--- src/rtl/adcst_pkg.sv ---
// ----------------------------------------------------------------------------
// adcst_pkg
// Types and constants shared by the supply/temperature sequencer and its
// serial arithmetic unit.
// ----------------------------------------------------------------------------
package adcst_pkg;

  // Field and register widths
  localparam int unsigned ADC_BITS   = 12;
  localparam int unsigned PRESC_W    = 16;
  localparam int unsigned VREF_W     = 22;
  localparam int unsigned SLOPE_W    = 16;
  localparam int unsigned CFG_W      = 22;
  localparam int unsigned CFG_IDX_W  = 2;
  localparam int unsigned SUPPLY_W   = 16;
  localparam int unsigned TEMP_W     = 12;

  // Datapath widths
  localparam int unsigned PROD_W     = VREF_W + ADC_BITS;       // uV * sample
  localparam int unsigned DEN_W      = SLOPE_W + ADC_BITS;      // slope * ref
  localparam int unsigned MAG_W      = PROD_W + 4;              // times ten
  localparam int unsigned D1_W       = ADC_BITS + 10;           // ref * 1000
  localparam int unsigned SUP_Q_BITS = SUPPLY_W;
  localparam int unsigned TMP_Q_BITS = 11;
  localparam int unsigned DSH1_W     = D1_W + SUP_Q_BITS;
  localparam int unsigned DSH2_W     = DEN_W + TMP_Q_BITS;
  localparam int unsigned STEP_W     = 5;

  localparam logic [ADC_BITS-1:0]   FULL_SCALE   = '1;
  localparam logic [TMP_Q_BITS:0]   TEMP_POS_CAP = 12'd1750;
  localparam logic [TMP_Q_BITS:0]   TEMP_NEG_CAP = 12'd1250;
  localparam logic [TMP_Q_BITS+1:0] TEMP_OFFSET  = 13'd250;

  // Register reset values
  localparam logic [PRESC_W-1:0] PRESC_RESET = 16'd500;
  localparam logic [VREF_W-1:0]  VREF_RESET  = 22'd1200000;
  localparam logic [VREF_W-1:0]  V25_RESET   = 22'd1430000;
  localparam logic [SLOPE_W-1:0] SLOPE_RESET = 16'd4300;

  localparam logic [1:0] EVT_START         = 2'd1;
  localparam logic [1:0] EVT_FAULT_CLEARED = 2'd2;

  typedef enum logic [CFG_IDX_W-1:0] {
    CFG_PRESCALE = 2'd0,
    CFG_VREF     = 2'd1,
    CFG_V25      = 2'd2,
    CFG_SLOPE    = 2'd3
  } cfg_reg_e;

  typedef enum logic [1:0] {
    CMD_TICK  = 2'd0,
    CMD_EVENT = 2'd1,
    CMD_CONV  = 2'd2
  } cmd_e;

  typedef enum logic [1:0] {
    KIND_START = 2'd0,
    KIND_OK    = 2'd1,
    KIND_FAIL  = 2'd2
  } kind_e;

  typedef enum logic [1:0] {
    MODE_IDLE    = 2'd0,
    MODE_WAITING = 2'd1,
    MODE_FAULT   = 2'd2
  } mode_e;

  typedef enum logic [1:0] {
    SEQ_IDLE,
    SEQ_CALC,
    SEQ_EMIT
  } seq_state_e;

  typedef enum logic [2:0] {
    AR_IDLE,
    AR_MUL,
    AR_PREP,
    AR_DIV,
    AR_FIN
  } arith_state_e;

  typedef struct packed {
    logic [1:0]          cmd;
    logic [1:0]          event_code;
    logic [ADC_BITS-1:0] temp_sample;
    logic [ADC_BITS-1:0] ref_sample;
  } in_item_t;

  typedef struct packed {
    logic [1:0]               kind;
    logic [SUPPLY_W-1:0]      supply_millivolts;
    logic signed [TEMP_W-1:0] temp_decidegrees;
  } out_item_t;

  typedef struct packed {
    logic                     done;
    logic [SUPPLY_W-1:0]      supply_millivolts;
    logic signed [TEMP_W-1:0] temp_decidegrees;
  } arith_res_t;

endpackage

--- src/rtl/adcst_arith.sv ---
// ----------------------------------------------------------------------------
// adcst_arith
// Bit-serial measurement unit: shift-and-add products over the sample bits,
// then restoring division for supply and temperature, one bit per cycle.
// ----------------------------------------------------------------------------
module adcst_arith (
  input  logic                          clk_i,
  input  logic                          rst_ni,
  input  logic                          start_i,
  input  logic [adcst_pkg::ADC_BITS-1:0] ref_sample_i,
  input  logic [adcst_pkg::ADC_BITS-1:0] temp_sample_i,
  input  logic [adcst_pkg::VREF_W-1:0]  vref_i,
  input  logic [adcst_pkg::VREF_W-1:0]  v25_i,
  input  logic [adcst_pkg::SLOPE_W-1:0] slope_i,
  output adcst_pkg::arith_res_t         res_o
);
  import adcst_pkg::*;

  arith_state_e st_q, st_d;
  logic [STEP_W-1:0] step_q, step_d;

  logic [ADC_BITS-1:0]   ref_sh_q, tmp_sh_q;
  logic [PROD_W-1:0]     acc_v25_q, acc_vt_q;
  logic [DEN_W-1:0]      acc_den_q;
  logic [PROD_W-1:0]     rem1_q;
  logic [DSH1_W-1:0]     dsh1_q;
  logic [SUP_Q_BITS:0]   quo1_q;
  logic [MAG_W-1:0]      rem2_q;
  logic [DSH2_W-1:0]     dsh2_q;
  logic [TMP_Q_BITS:0]   quo2_q;
  logic                  sign_q, zero_q;

  logic                  neg;
  logic [PROD_W-1:0]     mag;
  logic [MAG_W-1:0]      mag10;
  logic [PROD_W-1:0]     sup_num;
  logic [D1_W-1:0]       sup_den;
  logic                  ge1, ge2, tmp_en;
  logic [TMP_Q_BITS:0]   tq_cap;
  logic [TMP_Q_BITS+1:0] t_val;

  always_ff @(posedge clk_i or negedge rst_ni) begin
    if (!rst_ni) begin
      st_q   <= AR_IDLE;
      step_q <= '0;
    end else begin
      st_q   <= st_d;
      step_q <= step_d;
    end
  end

  always_comb begin
    st_d   = st_q;
    step_d = step_q;
    case (st_q)
      AR_IDLE: begin
        if (start_i) begin
          st_d   = AR_MUL;
          step_d = STEP_W'(ADC_BITS - 1);
        end
      end
      AR_MUL: begin
        if (step_q == '0) begin
          st_d = AR_PREP;
        end else begin
          step_d = step_q - 1'b1;
        end
      end
      AR_PREP: begin
        st_d   = AR_DIV;
        step_d = STEP_W'(SUP_Q_BITS);
      end
      AR_DIV: begin
        if (step_q == '0) begin
          st_d = AR_FIN;
        end else begin
          step_d = step_q - 1'b1;
        end
      end
      AR_FIN: st_d = AR_IDLE;
      default: st_d = AR_IDLE;
    endcase
  end

  // Operand preparation
  assign neg     = acc_vt_q > acc_v25_q;
  assign mag     = neg ? (acc_vt_q - acc_v25_q) : (acc_v25_q - acc_vt_q);
  assign mag10   = {1'b0, mag, 3'b000} + {3'b000, mag, 1'b0};
  assign sup_num = {vref_i, {ADC_BITS{1'b0}}} - {{ADC_BITS{1'b0}}, vref_i};
  // ref * 1000 = ref * 1024 - ref * 16 - ref * 8
  assign sup_den = {ref_sh_q, 10'b0} - {6'b0, ref_sh_q, 4'b0} - {7'b0, ref_sh_q, 3'b0};

  assign ge1    = {{(DSH1_W-PROD_W){1'b0}}, rem1_q} >= dsh1_q;
  assign ge2    = {{(DSH2_W-MAG_W){1'b0}}, rem2_q} >= dsh2_q;
  assign tmp_en = step_q <= STEP_W'(TMP_Q_BITS);

  always_ff @(posedge clk_i) begin
    case (st_q)
      AR_IDLE: begin
        if (start_i) begin
          ref_sh_q  <= ref_sample_i;
          tmp_sh_q  <= temp_sample_i;
          acc_v25_q <= '0;
          acc_vt_q  <= '0;
          acc_den_q <= '0;
        end
      end
      AR_MUL: begin
        // rotate ref so it is back in place for the divisor setup
        ref_sh_q  <= {ref_sh_q[ADC_BITS-2:0], ref_sh_q[ADC_BITS-1]};
        tmp_sh_q  <= {tmp_sh_q[ADC_BITS-2:0], 1'b0};
        acc_v25_q <= {acc_v25_q[PROD_W-2:0], 1'b0}
                   + (ref_sh_q[ADC_BITS-1] ? {{(PROD_W-VREF_W){1'b0}}, v25_i} : '0);
        acc_vt_q  <= {acc_vt_q[PROD_W-2:0], 1'b0}
                   + (tmp_sh_q[ADC_BITS-1] ? {{(PROD_W-VREF_W){1'b0}}, vref_i} : '0);
        acc_den_q <= {acc_den_q[DEN_W-2:0], 1'b0}
                   + (ref_sh_q[ADC_BITS-1] ? {{(DEN_W-SLOPE_W){1'b0}}, slope_i} : '0);
      end
      AR_PREP: begin
        rem1_q <= sup_num;
        dsh1_q <= {sup_den, {SUP_Q_BITS{1'b0}}};
        quo1_q <= '0;
        rem2_q <= mag10;
        dsh2_q <= {acc_den_q, {TMP_Q_BITS{1'b0}}};
        quo2_q <= '0;
        sign_q <= neg;
        zero_q <= (mag == '0);
      end
      AR_DIV: begin
        // top quotient bit flags overflow, which saturates
        if (ge1) begin
          rem1_q <= rem1_q - dsh1_q[PROD_W-1:0];
        end
        quo1_q <= {quo1_q[SUP_Q_BITS-1:0], ge1};
        dsh1_q <= dsh1_q >> 1;
        if (tmp_en) begin
          if (ge2) begin
            rem2_q <= rem2_q - dsh2_q[MAG_W-1:0];
          end
          quo2_q <= {quo2_q[TMP_Q_BITS-1:0], ge2};
          dsh2_q <= dsh2_q >> 1;
        end
      end
      default: ;
    endcase
  end

  // Saturate and offset the quotients
  always_comb begin
    if (!sign_q) begin
      tq_cap = (quo2_q > TEMP_POS_CAP) ? TEMP_POS_CAP : quo2_q;
    end else begin
      tq_cap = (quo2_q > TEMP_NEG_CAP) ? TEMP_NEG_CAP : quo2_q;
    end
    if (zero_q) begin
      t_val = TEMP_OFFSET;
    end else if (sign_q) begin
      t_val = TEMP_OFFSET - {1'b0, tq_cap};
    end else begin
      t_val = TEMP_OFFSET + {1'b0, tq_cap};
    end
  end

  assign res_o.done              = (st_q == AR_FIN);
  assign res_o.supply_millivolts = quo1_q[SUP_Q_BITS] ? '1 : quo1_q[SUP_Q_BITS-1:0];
  assign res_o.temp_decidegrees  = t_val[TEMP_W-1:0];

`ifndef SYNTHESIS
  a_start_idle: assert property (@(posedge clk_i) disable iff (!rst_ni)
    start_i |-> st_q == AR_IDLE) else $error("start while unit busy");

  a_temp_range: assert property (@(posedge clk_i) disable iff (!rst_ni)
    res_o.done |-> (res_o.temp_decidegrees >= -12'sd1000 &&
                    res_o.temp_decidegrees <= 12'sd2000))
    else $error("temperature outside saturation range");

  a_div_nonzero: assert property (@(posedge clk_i) disable iff (!rst_ni)
    st_q == AR_DIV |-> dsh1_q != '0) else $error("supply divisor lost");
`endif

endmodule

--- src/rtl/adc_supply_temperature_sequencer_unit.sv ---
// ----------------------------------------------------------------------------
// adc_supply_temperature_sequencer_unit
// Tick, event and conversion items are accepted only while the sequencer
// is idle; a start request passes through the emit state into the output
// register once its tick is accepted. A measurement runs the bit-serial
// multiply and the 17-step divider; input stalls meanwhile.
// Reset: idle mode, prescaler zero, registers at defaults, event FIFO empty.
// ----------------------------------------------------------------------------
module adc_supply_temperature_sequencer_unit #(
  parameter int unsigned EVENT_DEPTH = 4
) (
  input  logic                            clk_i,
  input  logic                            rst_ni,
  input  logic                            in_valid_i,
  output logic                            in_stall_o,
  input  adcst_pkg::in_item_t             in_data_i,
  output logic                            out_valid_o,
  input  logic                            out_stall_i,
  output adcst_pkg::out_item_t            out_data_o,
  input  logic                            cfg_we_i,
  input  logic [adcst_pkg::CFG_IDX_W-1:0] cfg_idx_i,
  input  logic [adcst_pkg::CFG_W-1:0]     cfg_data_i
);
  import adcst_pkg::*;

  localparam int unsigned PTR_W = (EVENT_DEPTH > 1) ? $clog2(EVENT_DEPTH) : 1;
  localparam int unsigned CNT_W = $clog2(EVENT_DEPTH + 1);

  // Configuration
  logic [PRESC_W-1:0] presc_reload_q;
  logic [VREF_W-1:0]  vref_q, v25_q;
  logic [SLOPE_W-1:0] slope_q;

  always_ff @(posedge clk_i or negedge rst_ni) begin
    if (!rst_ni) begin
      presc_reload_q <= PRESC_RESET;
      vref_q         <= VREF_RESET;
      v25_q          <= V25_RESET;
      slope_q        <= SLOPE_RESET;
    end else if (cfg_we_i) begin
      case (cfg_idx_i)
        CFG_PRESCALE: presc_reload_q <= cfg_data_i[PRESC_W-1:0];
        CFG_VREF:     vref_q         <= cfg_data_i[VREF_W-1:0];
        CFG_V25:      v25_q          <= cfg_data_i[VREF_W-1:0];
        CFG_SLOPE:    slope_q        <= cfg_data_i[SLOPE_W-1:0];
        default: ;
      endcase
    end
  end

  // Sequencer state
  seq_state_e          state_q, state_d;
  mode_e               mode_q, mode_d;
  kind_e               kind_q, kind_d;
  logic [PRESC_W-1:0]  presc_q, presc_d;
  logic                pend_q, pend_d;
  logic [1:0]          last_q, last_d;
  logic                conv_q, conv_d;
  logic [ADC_BITS-1:0] held_tmp_q, held_tmp_d;
  logic [ADC_BITS-1:0] held_ref_q, held_ref_d;

  logic [1:0]          fifo_mem_q [EVENT_DEPTH];
  logic [PTR_W-1:0]    head_q, tail_q;
  logic [CNT_W-1:0]    cnt_q;

  logic                in_acc, out_free, push, pop, tick_step, has_evt;
  logic                ev_pend, fault, arith_start;
  logic [1:0]          ev_last;
  logic                out_valid_q;
  out_item_t           out_data_q;
  arith_res_t          arith_res;

  function automatic logic [PTR_W-1:0] ptr_next(input logic [PTR_W-1:0] p);
    ptr_next = (p == PTR_W'(EVENT_DEPTH - 1)) ? '0 : p + 1'b1;
  endfunction

  assign in_stall_o = (state_q != SEQ_IDLE);
  assign in_acc     = in_valid_i && !in_stall_o;
  assign out_free   = !out_valid_q || !out_stall_i;

  assign has_evt = (cnt_q != '0);
  assign ev_pend = has_evt || pend_q;
  assign ev_last = has_evt ? fifo_mem_q[head_q] : last_q;
  assign fault   = (held_ref_q == '0) || (held_tmp_q == FULL_SCALE);
  assign push    = in_acc && (in_data_i.cmd == CMD_EVENT)
                   && (cnt_q != CNT_W'(EVENT_DEPTH));
  assign pop     = tick_step && has_evt;

  always_comb begin
    state_d     = state_q;
    mode_d      = mode_q;
    kind_d      = kind_q;
    presc_d     = presc_q;
    pend_d      = pend_q;
    last_d      = last_q;
    conv_d      = conv_q;
    held_tmp_d  = held_tmp_q;
    held_ref_d  = held_ref_q;
    tick_step   = 1'b0;
    arith_start = 1'b0;
    case (state_q)
      SEQ_IDLE: begin
        if (in_acc) begin
          case (in_data_i.cmd)
            CMD_TICK: begin
              if (presc_q != '0) begin
                presc_d = presc_q - 1'b1;
              end else begin
                presc_d   = presc_reload_q;
                tick_step = 1'b1;
                pend_d    = ev_pend;
                last_d    = ev_last;
                case (mode_q)
                  MODE_IDLE: begin
                    if (ev_pend && ev_last == EVT_START) begin
                      pend_d  = 1'b0;
                      conv_d  = 1'b0;
                      mode_d  = MODE_WAITING;
                      kind_d  = KIND_START;
                      state_d = SEQ_EMIT;
                    end
                  end
                  MODE_WAITING: begin
                    if (conv_q) begin
                      if (fault) begin
                        mode_d  = MODE_FAULT;
                        kind_d  = KIND_FAIL;
                        state_d = SEQ_EMIT;
                      end else begin
                        mode_d      = MODE_IDLE;
                        kind_d      = KIND_OK;
                        arith_start = 1'b1;
                        state_d     = SEQ_CALC;
                      end
                    end
                  end
                  MODE_FAULT: begin
                    if (ev_pend && ev_last == EVT_FAULT_CLEARED) begin
                      pend_d = 1'b0;
                      mode_d = MODE_IDLE;
                    end
                  end
                  default: mode_d = MODE_IDLE;
                endcase
              end
            end
            CMD_CONV: begin
              held_tmp_d = in_data_i.temp_sample;
              held_ref_d = in_data_i.ref_sample;
              conv_d     = 1'b1;
            end
            default: ;
          endcase
        end
      end
      SEQ_CALC: begin
        if (arith_res.done) begin
          state_d = SEQ_EMIT;
        end
      end
      SEQ_EMIT: begin
        if (out_free) begin
          state_d = SEQ_IDLE;
        end
      end
      default: state_d = SEQ_IDLE;
    endcase
  end

  always_ff @(posedge clk_i or negedge rst_ni) begin
    if (!rst_ni) begin
      state_q    <= SEQ_IDLE;
      mode_q     <= MODE_IDLE;
      kind_q     <= KIND_START;
      presc_q    <= '0;
      pend_q     <= 1'b0;
      last_q     <= '0;
      conv_q     <= 1'b0;
      held_tmp_q <= '0;
      held_ref_q <= '0;
      head_q     <= '0;
      tail_q     <= '0;
      cnt_q      <= '0;
    end else begin
      state_q    <= state_d;
      mode_q     <= mode_d;
      kind_q     <= kind_d;
      presc_q    <= presc_d;
      pend_q     <= pend_d;
      last_q     <= last_d;
      conv_q     <= conv_d;
      held_tmp_q <= held_tmp_d;
      held_ref_q <= held_ref_d;
      if (push) begin
        tail_q <= ptr_next(tail_q);
        cnt_q  <= cnt_q + 1'b1;
      end else if (pop) begin
        head_q <= ptr_next(head_q);
        cnt_q  <= cnt_q - 1'b1;
      end
    end
  end

  always_ff @(posedge clk_i) begin
    if (push) begin
      fifo_mem_q[tail_q] <= in_data_i.event_code;
    end
  end

  adcst_arith u_arith (
    .clk_i         (clk_i),
    .rst_ni        (rst_ni),
    .start_i       (arith_start),
    .ref_sample_i  (held_ref_q),
    .temp_sample_i (held_tmp_q),
    .vref_i        (vref_q),
    .v25_i         (v25_q),
    .slope_i       (slope_q),
    .res_o         (arith_res)
  );

  // Output register: load a result when the slot is free or being taken
  always_ff @(posedge clk_i or negedge rst_ni) begin
    if (!rst_ni) begin
      out_valid_q <= 1'b0;
    end else if (state_q == SEQ_EMIT && out_free) begin
      out_valid_q <= 1'b1;
    end else if (!out_stall_i) begin
      out_valid_q <= 1'b0;
    end
  end

  always_ff @(posedge clk_i) begin
    if (state_q == SEQ_EMIT && out_free) begin
      out_data_q.kind <= kind_q;
      if (kind_q == KIND_OK) begin
        out_data_q.supply_millivolts <= arith_res.supply_millivolts;
        out_data_q.temp_decidegrees  <= arith_res.temp_decidegrees;
      end else begin
        out_data_q.supply_millivolts <= '0;
        out_data_q.temp_decidegrees  <= '0;
      end
    end
  end

  assign out_valid_o = out_valid_q;
  assign out_data_o  = out_data_q;

`ifndef SYNTHESIS
  a_zero_fields: assert property (@(posedge clk_i) disable iff (!rst_ni)
    (out_valid_o && out_data_o.kind != KIND_OK) |->
      (out_data_o.supply_millivolts == '0 && out_data_o.temp_decidegrees == '0))
    else $error("non-measurement result carries data");

  a_fifo_bound: assert property (@(posedge clk_i) disable iff (!rst_ni)
    cnt_q <= CNT_W'(EVENT_DEPTH)) else $error("event FIFO overfilled");

  a_done_in_calc: assert property (@(posedge clk_i) disable iff (!rst_ni)
    arith_res.done |-> state_q == SEQ_CALC) else $error("unexpected arithmetic done");

  a_calc_mode: assert property (@(posedge clk_i) disable iff (!rst_ni)
    state_q == SEQ_CALC |-> mode_q == MODE_IDLE) else $error("mode not idle in measurement");
`endif

endmodule
--- config.mk ---
export PLATFORM = sky130hd
export DESIGN_NAME = adc_supply_temperature_sequencer_unit
export DESIGN_NICKNAME = d
export VERILOG_FILES = /design/src/rtl/adcst_pkg.sv /design/src/rtl/adcst_arith.sv /design/src/rtl/adc_supply_temperature_sequencer_unit.sv
export SDC_FILE = /design/constraint.sdc
export NUM_CORES = 1
export LEC_CHECK = 0
export ABC_CLOCK_PERIOD_IN_PS = 25200
export BUFFER_PORTS_ARGS = -buffer_cell sky130_fd_sc_hd__buf_4
export CAP_MARGIN = 15
export CORE_MARGIN = 2
export CORE_UTILIZATION = 33
export CTS_BUF_LIST = sky130_fd_sc_hd__clkbuf_4
export DETAILED_ROUTE_END_ITERATION = 16
export GPL_TIMING_DRIVEN = 0
export SYNTH_ARGS = -nofsm -noshare
export SYNTH_HDL_FRONTEND = slang
export SYNTH_SLANG_ARGS = --single-unit
--- constraint.sdc ---
create_clock -name clk_i -period 25.2 [get_ports clk_i]
set_input_delay 3.78 -clock clk_i [delete_from_list [all_inputs] [get_ports clk_i]]
set_output_delay 3.78 -clock clk_i [all_outputs]
set_load 0.1 [all_outputs]
==> results.json <==
{
  "outcome": "finished clean",
  "p_per_area_nw_per_um2": 64.3,
  "layout_commonest_cell": "edfxtp_1",
  "cts_setup_buffers": 0,
  "cap_violations": 0,
  "multi_input_area_um2": 18300,
  "synth_edf_count": 338,
  "clockBufferDepth": 3,
  "first_global_vias": 26900,
  "fin_ws_ns": 17.01,
  "max_stage_delay_ns": 0.53,
  "viasPerCell": 5.14,
  "die-area_um2": 104000,
  "cts_made_buffers": 137,
  "nNetsFinal": 4183,
  "p_leak_nw": 16.4,
  "ctsHoldBuffers": 0,
  "setup_tns_ns": 0,
  "hold_violations": 0,
  "dr.pass1.iters": 6,
  "setup_viol": 0,
  "netlist_instances": 3587,
  "ys_seq_elements": 480,
  "root_buffer": "clkbuf_4",
  "syn-mean-instance-area_um2": 9.35,
  "start_kind": "flip-flop",
  "worstSetupPathType": "reg2reg",
  "rsz0062_at_grt": "no",
  "clock_latency_ns": 1.01,
  "r2r_end": "u_arith.rem2_q[36]",
  "drc": 0,
  "ys_warn_count": 0,
  "critPathSlowestCell": "buf_1",
  "grt_use_total": 0.182,
  "nFillCells": 10300,
  "rrSetupSlack_ns": 17.01,
  "mostFrequentLayoutCells": "338 x edfxtp_1, 332 x nor2_1, 300 x a21oi_1, 287 x inv_1, 277 x ha_1",
  "endpoint_kind": "flip-flop",
  "synth-main-ff-cell": "edfxtp_1",
  "cts.sinks": 480,
  "worstMarginPinSlew_ns": 1.22,
  "wirelength_um": 95000,
  "relSlewSlack": 0.185,
  "syn-num-nets": 3935,
  "r2r-start": "u_arith.acc_vt_q[24]",
  "arrival_ns": 8.88,
  "drt_iter0_markers": 1974,
  "grt_max_degree": 81,
  "htree_levels": 4,
  "whs_path_depth": 2,
  "syn2layout_area_growth_pct": 13.5,
  "ios": 89,
  "wl_per_cell_um": 17.9,
  "synth_cell_types": 81,
  "synthArstFlopShare": 0.296,
  "fmax_mhz": 122,
  "dp_hpwl_um": 73300,
  "crit_path_frequent_cell": "a21o_1",
  "cts_tree": "yes",
  "syn_area_um2": 33600,
  "antenna_found_initial": 6,
  "hold_path.class": "reg2reg",
  "place_ws_ns": 17.19,
  "grt_pass1_wl_um": 148000,
  "antenna_left": 0,
  "via_count": 27300,
  "yosysSeqAreaShare": 0.410,
  "clk_pin_slew_ns": 0.06,
  "crit_fanout": 10,
  "drive_gt1_frac": 0.131,
  "irDropWorstVdd_mv": 0.0481,
  "slew_viol_final": 0,
  "whs_endpoint": "last_q[1]",
  "regArea_um2": 13700,
  "hp-start": "last_q[1]",
  "dieHeight_um": 323,
  "finClkSkew_ns": 0.0613,
  "die_x_um": 323,
  "gr-total-overflow": 0,
  "post_cts_resized": 0,
  "place_congestion": 0.928,
  "period_share": 0.325,
  "row_count": 116,
  "start_util": 0.334,
  "io_buffers": 88,
  "core_area_um2": 100000,
  "final.min_clock_period_ns": 8.19,
  "required_ns": 25.88,
  "reg2reg_depth": 28
}
critical path: cells and delay by family, from the launching register on:
family | cells | cell delay (ns)
compound gates | 15 | 2.83
buf+inv | 7 | 2.57
simple gates | 2 | 0.78
xor+xnor | 2 | 0.70
fa+ha+maj | 2 | 0.59
flops | 1 | 0.41
registers in the layout (all words and copies together) (netlist names), 3 cells and up:
register / cells
u_arith.acc_den_q: 28
u_arith.st_q: 3
u_arith.acc_vt_q: 34
fifo_mem_q: 8
u_arith.quo1_q: 17
vref_q: 22
cnt_q: 3
u_arith.tmp_sh_q: 12
presc_reload_q: 16
u_arith.dsh2_q: 39
u_arith.rem1_q: 34
presc_q: 16
u_arith.dsh1_q: 38
held_tmp_q: 12
out_data_o: 30
u_arith.step_q: 5
v25_q: 22
held_ref_q: 12
u_arith.ref_sh_q: 12
u_arith.rem2_q: 38
u_arith.quo2_q: 12
slope_q: 16
u_arith.acc_v25_q: 34
metrics by stage:
| step | total power [W] | cell area, µm² | cells | utilization | hold WS [ns] |
|---|---|---|---|---|---|
| 2_1_floorplan | 0.00150 | 33600 | 3587 | - | 0.432 |
| 3_3_place_gp | 0.00168 | 35900 | 5032 | 0.358 | 0.465 |
| 3_5_place_dp | 0.00169 | 36300 | 5053 | 0.361 | 0.483 |
| 4_1_cts | 0.00246 | 38100 | 5303 | 0.379 | 0.498 |
| 5_1_grt | 0.00260 | 38100 | 5308 | 0.379 | 0.518 |
| 6_report | 0.00245 | 38100 | 5308 | 0.379 | 0.490 |
synthesized netlist by cell type, types with 5 or more instances:
master    instances  area share
a211o_1           8      0.0021
a211oi_1         27      0.0060
a21boi_0         12      0.0027
a21o_1          111       0.025
a21oi_1         302       0.045
a221oi_1          6      0.0016
a31o_2            5      0.0013
a31oi_1          37      0.0069
a41oi_1           8      0.0021
and2_1           83       0.015
and3_1           59       0.011
buf_1            10      0.0011
clkbuf_1        110       0.012
dfrtp_1         112       0.084
dfstp_2          30       0.023
edfxtp_1        338        0.30
fa_1             14      0.0084
ha_1            277        0.10
inv_1           287       0.032
mux2_2          107       0.036
mux2i_1          15      0.0045
nand2_1         273       0.031
nand2b_1         46      0.0086
nand3_1          54      0.0081
nand3b_1          7      0.0016
nand4_1          39      0.0073
nor2_1          332       0.037
nor2b_1          41      0.0076
nor3_1           84       0.013
nor3b_1          11      0.0025
nor4_1           25      0.0047
o211ai_1         16      0.0036
o21a_1           34      0.0076
o21ai_0         241       0.036
o21bai_1         35      0.0078
o22ai_1           9      0.0017
o31a_1           11      0.0029
o31ai_1          20      0.0045
o41ai_1           6      0.0016
or2_2            11      0.0021
or3_1            27      0.0050
or4_1             5      0.0011
xnor2_1         152       0.040
xor2_1           71       0.019
where the power goes:
group          internal (W)  switching [W]  leakage [nW]  total, W
logic              0.000299       0.000420          10.7  0.000719
registers          0.000918      0.0000519          4.60  0.000970
clock network      0.000402       0.000358          1.09  0.000761
total               0.00162       0.000831          16.4   0.00245
area by class of cell:
class,count,share of cell area
Antenna cell,5,0.000328
Buffer,126,0.0131
Clock buffer,209,0.0412
Clock inverter,41,0.00667
Inverter,290,0.0286
Multi-Input combinational cell,2691,0.480
Sequential cell,480,0.361
Tap cell,1357,0.0446
Timing Repair Buffer,109,0.0252
layer usage:
layer | track usage | vias to the layer above | part of all wire
li1 | - | 13400 | -
met1 | 0.241 | 13000 | 0.45
met2 | 0.290 | 688 | 0.45
met3 | 0.0367 | 168 | 0.057
met4 | 0.0732 | 4 | 0.035
met5 | 0 | - | 0.00028
worst max path at each step:
stage,endpoint,cells after the start,slack [ns],from
2_1_floorplan,u_arith.acc_den_q[0],7,11.86,in_data_i[27]
3_3_place_gp,u_arith.acc_v25_q[33],8,6.39,in_data_i[27]
3_5_place_dp,u_arith.rem2_q[36],27,17.19,u_arith.acc_v25_q[2]
4_1_cts,u_arith.rem2_q[36],27,17.16,u_arith.acc_v25_q[2]
5_1_grt,u_arith.rem2_q[36],28,16.26,u_arith.acc_vt_q[24]
6_report,u_arith.rem2_q[36],28,17.01,u_arith.acc_vt_q[24]
kinds of logic (layout without fill, tap and decap cells):
kind of cell,after synthesis,in the layout,synth area share
adder cells (fa/ha/maj),292,292,0.112
other,0,5,0
XOR/XNOR,224,224,0.0587
buffers and inverters,416,775,0.0472
AO/OA/AOI/OAI,938,938,0.171
multiplexers,124,124,0.0417
flip-flops,480,480,0.410
AND/OR/NAND/NOR,1113,1113,0.160
Power figures use the tool's default switching activity.
